`config.mk`:
```
export PLATFORM = sky130hd
export DESIGN_NAME = mcw_step
export DESIGN_NICKNAME = d
export VERILOG_FILES = /design/src/rtl/mcw_pkg.sv /design/src/rtl/mcw_step.sv
export SDC_FILE = /design/constraint.sdc
export NUM_CORES = 1
export LEC_CHECK = 0
export ABC_AREA = 1
export BUFFER_PORTS_ARGS = -buffer_cell sky130_fd_sc_hd__buf_2
export CAP_MARGIN = 5
export CORE_MARGIN = 8
export CORE_UTILIZATION = 25
export DETAILED_ROUTE_END_ITERATION = 8
export GPL_TIMING_DRIVEN = 0
export SYNTH_ARGS = -nofsm -noshare
export SYNTH_HDL_FRONTEND = slang
export SYNTH_SLANG_ARGS = --single-unit
```
`constraint.sdc`:
```
create_clock -name vclk -period 2.55
set_clock_uncertainty 0.1 [all_clocks]
set_input_delay 0.1275 -clock vclk [all_inputs]
set_output_delay 0.1275 -clock vclk [all_outputs]
set_load 0.005 [all_outputs]
```
`src/rtl/mcw_pkg.sv`:
```
// Shared types, codes and index helpers for the Morton-order cube walker.
package mcw_pkg;

  localparam int CoordBits = 4;
  localparam int ZBits     = 3 * CoordBits;
  localparam int WordBits  = 32;
  localparam int SideBits  = 5;
  localparam int MaxSide   = 16;
  localparam int Depth     = MaxSide * MaxSide * MaxSide;

  // Action codes
  localparam logic [2:0] ACT_TELEPORT = 3'd0;
  localparam logic [2:0] ACT_WRITE    = 3'd1;
  localparam logic [2:0] ACT_K_DOWN   = 3'd2;
  localparam logic [2:0] ACT_K_UP     = 3'd3;
  localparam logic [2:0] ACT_J_DOWN   = 3'd4;
  localparam logic [2:0] ACT_J_UP     = 3'd5;
  localparam logic [2:0] ACT_I_DOWN   = 3'd6;
  localparam logic [2:0] ACT_I_UP     = 3'd7;

  // Status codes
  localparam logic [1:0] ST_DONE    = 2'd0;
  localparam logic [1:0] ST_BLOCKED = 2'd1;
  localparam logic [1:0] ST_RANGE   = 2'd2;

  // Index bits that belong to each axis
  localparam logic [ZBits-1:0] MaskK = 12'h249;
  localparam logic [ZBits-1:0] MaskJ = 12'h492;
  localparam logic [ZBits-1:0] MaskI = 12'h924;

  typedef struct packed {
    logic [2:0]                 action;
    logic [CoordBits-1:0]       coord_i;
    logic [CoordBits-1:0]       coord_j;
    logic [CoordBits-1:0]       coord_k;
    logic signed [WordBits-1:0] write_value;
  } in_t;

  typedef struct packed {
    logic signed [WordBits-1:0] cell_value;
    logic [ZBits-1:0]           z_index;
    logic [CoordBits-1:0]       pos_i;
    logic [CoordBits-1:0]       pos_j;
    logic [CoordBits-1:0]       pos_k;
    logic [1:0]                 status;
  } out_t;

  typedef struct packed {
    logic [CoordBits-1:0] i;
    logic [CoordBits-1:0] j;
    logic [CoordBits-1:0] k;
    logic [ZBits-1:0]     z;
  } cursor_t;

  // Decision of the step logic for one transaction
  typedef struct packed {
    cursor_t          cursor;
    logic [1:0]       status;
    logic             fetch;
    logic             write;
    logic [ZBits-1:0] waddr;
  } step_t;

  // Interleave: bit 3b+2 from i, 3b+1 from j, 3b from k
  function automatic logic [ZBits-1:0] morton(input logic [CoordBits-1:0] i,
                                              input logic [CoordBits-1:0] j,
                                              input logic [CoordBits-1:0] k);
    logic [ZBits-1:0] z;
    z = '0;
    for (int b = 0; b < CoordBits; b++) begin
      z[3*b]     = k[b];
      z[3*b + 1] = j[b];
      z[3*b + 2] = i[b];
    end
    return z;
  endfunction

endpackage

```
`src/rtl/mcw_step.sv`:
```
// Cursor step logic: teleport, write address and masked index moves.
module mcw_step (
  input  mcw_pkg::cursor_t             cursor,
  input  mcw_pkg::in_t                 item,
  input  logic [mcw_pkg::SideBits-1:0] side,
  output mcw_pkg::step_t               step
);

  logic [mcw_pkg::SideBits-1:0]  side_use;
  logic [mcw_pkg::CoordBits-1:0] pos;
  logic [mcw_pkg::ZBits-1:0]     mask;
  logic [mcw_pkg::ZBits-1:0]     z_up;
  logic [mcw_pkg::ZBits-1:0]     z_dn;
  logic [mcw_pkg::CoordBits-1:0] pos_new;
  logic                          up;
  logic                          blocked;
  logic                          out_of_range;

  // Edge length clamped to 1..MaxSide
  always_comb begin
    if (side == '0) begin
      side_use = mcw_pkg::SideBits'(1);
    end else if (side > mcw_pkg::SideBits'(mcw_pkg::MaxSide)) begin
      side_use = mcw_pkg::SideBits'(mcw_pkg::MaxSide);
    end else begin
      side_use = side;
    end
  end

  // Axis selection for moves
  always_comb begin
    unique case (item.action[2:1])
      2'b11: begin
        pos  = cursor.i;
        mask = mcw_pkg::MaskI;
      end
      2'b10: begin
        pos  = cursor.j;
        mask = mcw_pkg::MaskJ;
      end
      default: begin
        pos  = cursor.k;
        mask = mcw_pkg::MaskK;
      end
    endcase
  end

  assign up      = item.action[0];
  assign blocked = up ? ({1'b0, pos} >= side_use - mcw_pkg::SideBits'(1)) : (pos == '0);
  assign pos_new = up ? pos + mcw_pkg::CoordBits'(1) : pos - mcw_pkg::CoordBits'(1);

  // Masked add / subtract on the interleaved index
  assign z_up = (((cursor.z | ~mask) + mcw_pkg::ZBits'(1)) & mask) | (cursor.z & ~mask);
  assign z_dn = (((cursor.z & mask) - mcw_pkg::ZBits'(1)) & mask) | (cursor.z & ~mask);

  assign out_of_range = ({1'b0, item.coord_i} >= side_use) ||
                        ({1'b0, item.coord_j} >= side_use) ||
                        ({1'b0, item.coord_k} >= side_use);

  // Action decode
  always_comb begin
    step.cursor = cursor;
    step.status = mcw_pkg::ST_DONE;
    step.fetch  = 1'b0;
    step.write  = 1'b0;
    step.waddr  = mcw_pkg::morton(item.coord_i, item.coord_j, item.coord_k);
    unique case (item.action)
      mcw_pkg::ACT_TELEPORT: begin
        if (out_of_range) begin
          step.status = mcw_pkg::ST_RANGE;
        end else begin
          step.cursor.i = item.coord_i;
          step.cursor.j = item.coord_j;
          step.cursor.k = item.coord_k;
          step.cursor.z = step.waddr;
          step.fetch    = 1'b1;
        end
      end
      mcw_pkg::ACT_WRITE: begin
        step.write = 1'b1;
      end
      default: begin
        if (blocked) begin
          step.status = mcw_pkg::ST_BLOCKED;
        end else begin
          step.fetch    = 1'b1;
          step.cursor.z = up ? z_up : z_dn;
          unique case (item.action) inside
            mcw_pkg::ACT_I_DOWN, mcw_pkg::ACT_I_UP: step.cursor.i = pos_new;
            mcw_pkg::ACT_J_DOWN, mcw_pkg::ACT_J_UP: step.cursor.j = pos_new;
            default:                                step.cursor.k = pos_new;
          endcase
        end
      end
    endcase
  end

endmodule

```
Word-level counts from Yosys, hierarchy flattened
Cells that the tools add are included.
{"block": "totals", "regBits": 0, "in_bits": 76, "out_inout_bits": 40, "word_cells": 51}
{"block": "classes", "n_addsub": 5, "order_cmp": 5, "n_eq_ne": 7, "muxes": 18, "bitwise": 8, "reduce_logical": 8}
{"op": "$pmux W27 S2", "count": 1}
{"op": "$and A12 B12 Y12", "count": 4}
{"op": "$mux W24", "count": 2}
{"op": "$or A12 B12 Y12", "count": 3}
{"op": "$pmux W12 S2", "count": 1}
{"op": "$ge A4 B5 Y1", "count": 4}
{"op": "$mux W4", "count": 4}
{"op": "$add A12 B1 Y12 const B", "count": 1}
{"op": "$eq A3 B3 Y1 const B", "count": 4}
{"op": "$mux W12", "count": 1}
{"op": "$not A12 Y12", "count": 1}
{"op": "$sub A12 B1 Y12 const B", "count": 1}
{"op": "$mux W5", "count": 2}
{"op": "$pmux W4 S2", "count": 1}
{"op": "$gt A5 B5 Y1 const B", "count": 1}
{"op": "$logic_not A5 Y1", "count": 1}
{"op": "$mux W1", "count": 5}
{"op": "$sub A5 B1 Y5 const B", "count": 1}
{"op": "$add A4 B1 Y4 const B", "count": 1}
{"op": "$eq A2 B2 Y1 const B", "count": 2}
{"op": "$logic_not A4 Y1", "count": 1}
{"op": "$reduce_or A2 Y1", "count": 2}
{"op": "$reduce_or A4 Y1", "count": 1}
{"op": "$sub A4 B1 Y4 const B", "count": 1}
{"op": "other kinds (4)", "count": 5}

Longest topological paths before layout
{"block": "logic_depth", "word_depth": 10, "mapped_depth": 20, "mapped_depth_nobuf": 19}

Worst setup path before layout
No wires, ideal clock.
{"block": "synth_timing", "kind": "input port to output port", "startpoint": "in side[2] (netlist name)", "endpoint": "out step[32] (netlist name)", "arrival_time_ns": 2.150, "required_ns": 2.322, "path_slack_ns": 0.173, "cell_stages": 17, "path_buffers": 0, "path_cell_list": "nor2_1 -> nand2_1 -> a21oi_1 -> inv_1 -> ha_1 -> xor2_1 -> ha_1 -> nand2_1 -> nand2_1 -> nand2_1 -> nand2_1 -> nand2_1 -> nand2_2 -> nor2_1 -> nand2_1 -> nand3_1 -> nand2_1"}
{"item": "start, declared", "line_no": "mcw_step.sv:5", "text": "input logic [mcw_pkg::SideBits-1:0] side,"}
{"item": "end, declared", "line_no": "mcw_step.sv:6", "text": "output mcw_pkg::step_t step"}

==> out/results.txt <==
Endpoints failing setup - 0
Yosys top cell area share - 29.0%
Highest clock rate - 393 MHz
P_int - 372 uW
Status - complete, no violations
Syn. warnings - 0
Slew headroom - 57.8%
DR vias/cell - 4.81
Final Critical Period - 2.55 ns
Largest net degree at the start of global routing - 13
Layout cells sized above 1 - 27.1%
WL/cell - 13.6 um
Sequential element share of the synthesized area - 0%
Number of global-route vias before repair - 3727
Die width - 121 um
Standard-cell rows - 38
Seq_cells - 0
Initial antenna violation count - 0
WS Path Type - input pin to output port
Max cap viols - 0
Vias - 3938
Final GP Congestion - 0.901
First-pass DRT Iterations - 5
WL final - 11100 um
Switching share of total power - 59.6%
Clkbuf count - 0
Placed cell areas - 3340 um2
Finished Cell Area - 3820 um2
Min-Delay Path Class - input pin to output port
Die area - 14600 um2
Initial Util - 25.5%
Post-synth top area cell - nand2_1
Gr usage total - 14.8%
Fin util - 35.4%
VDD IR-drop max - 108 uV
DR iter-0 viols - 318
DRC errors left - 0
Syn nets - 674
Critical path required time - 2.32 ns
Pins Over Slew Limit - 0
P_sw - 549 uW
Met3 wire len - 786 um
Ports - 116
Routed met1 length - 4960 um
Endpoints failing hold - 0
P&R area growth vs syn - 38.7%
Synth top area cells - nand2_1, nand3_1, inv_1, ha_1, nor2_1
Register share of total power - 0%
Fin crit share - 99.8%
Proportion of power drawn by the clock network - 0%
Grt total ovfl - 0
Antenna Diode Count - 0
CP Max Fanout - 10
Highest Signal Layer - met4
Pwr/cell area - 241 nW/um2
Syn Std Cell Area - 2760 um2
FF/Latch Area - 0 um2
Cells after synthesis - 576
LEAKAGE - 0.00231 uW
WL met2 - 5130 um
Core Region - 10800 um2
Logic pwr share - 100.0%
Die H - 121 um
Worst-Margin Slew - 0.632 ns
Mean area per synthesized cell - 4.79 um2
PortBufs - 82
Post-DRT Antenna Nets - 0
RSZ-0062 raised after global routing - true
Detailed placement HPWL - 8920 um
Final #Nets - 779
Critical Path Sink Type - output port
Count of cell types in the netlist - 30
First-pass GRT wire length - 18200 um
Startpoint types - input pin
CP arrival - 2.32 ns
metrics by stage:
stage               hold WS (ns)  power [uW]  instances  TNS, ns  setup WS [ns]
detailed placement         0.428         769        798   -13.77         -0.670
global placement           0.428         765        798   -12.49         -0.631
finish                     0.425         922        819        0        0.00384
global route               0.439        1030        819    -1.91         -0.117
floorplan                  0.236         508        576        0          0.173
CTS                        0.429         830        808        0        0.00787
worst paths after layout:
| kind | to | from | cells after the start | slack [ns] |
|---|---|---|---|---|
| worst max-delay path | step[13] | side[4] | 15 | 0.004 |
| worst min-delay path | step[2] | item[40] | 3 | 0.42 |
cell families after synthesis:
group / Yosys count / share of synthesized area [%]
simple gates: 389 / 61.4
buf+inv: 122 / 19.5
compound gates: 37 / 6.99
fa+ha+maj: 22 / 10.3
xor+xnor: 6 / 1.91
worst max-delay path, stage by stage:
cell     delay, ns
buf_4         0.14
inv_2         0.06
buf_6         0.15
nand2_2       0.13
ha_1          0.31
inv_1         0.06
nor2_1        0.04
a21oi_1       0.17
nand3_2       0.11
nor2_4        0.18
nand2_4       0.14
buf_8         0.18
buf_4         0.14
o22ai_1       0.21
buf_2         0.17
area by class of cell:
type | count | area (um2)
fillers | 1241 | 6970
inverters | 97 | 372
repair buffers | 104 | 628
multi-input cells | 454 | 2460
plain buffers | 24 | 186
well taps | 140 | 175
power groups by stage:
stage / clock network [uW] / logic, uW / registers (uW)
2_1_floorplan: 0 / 508 / 0
3_3_place_gp: 0 / 765 / 0
3_5_place_dp: 0 / 769 / 0
4_1_cts: 0 / 830 / 0
5_1_grt: 0 / 1030 / 0
6_report: 0 / 922 / 0
layout by cell type (no fill, tap or decap), types with 7 or more instances in the layout:
cell type  instances
a21oi_1            8
buf_2             79
buf_4             34
buf_6              7
ha_1              17
inv_1             88
nand2_1          196
nand2_2           17
nand3_1           80
nand3_2            7
nand4_1           14
nor2_1            55
o21ai_0           21
cell usage after synthesis, types with 2 or more instances:
| master | instances |
|---|---|
| nand2_4 | 2 |
| clkbuf_1 | 3 |
| nand3_2 | 4 |
| buf_1 | 2 |
| a21oi_1 | 9 |
| inv_2 | 4 |
| ha_1 | 21 |
| nor2_2 | 5 |
| buf_4 | 14 |
| nand2_2 | 4 |
| nand2_1 | 213 |
| nor2_1 | 58 |
| nand3_1 | 86 |
| inv_1 | 92 |
| o21ai_0 | 23 |
| buf_2 | 3 |
| xor2_1 | 3 |
| xnor2_1 | 3 |
| nand4_1 | 14 |
| buf_6 | 3 |
timing repair:
item / 4_1_cts / 5_1_grt
setup endpoints to repair: 26 / 25
cloned: 0 / 1
hold buffers: 0 / 0
gates resized for setup: 31 / 39
buffers inserted: 10 / 11
pin swaps: 8 / 40
metal layers:
| metal | global-route usage (%) | vias up |
|---|---|---|
| met2 | 25.8 | 177 |
| met3 | 0.884 | 22 |
| li1 | - | 2011 |
| met1 | 19.4 | 1728 |
| met5 | 0 | - |
| met4 | 3.83 | 0 |
No activity file was read; power rests on OpenSTA's default activity.
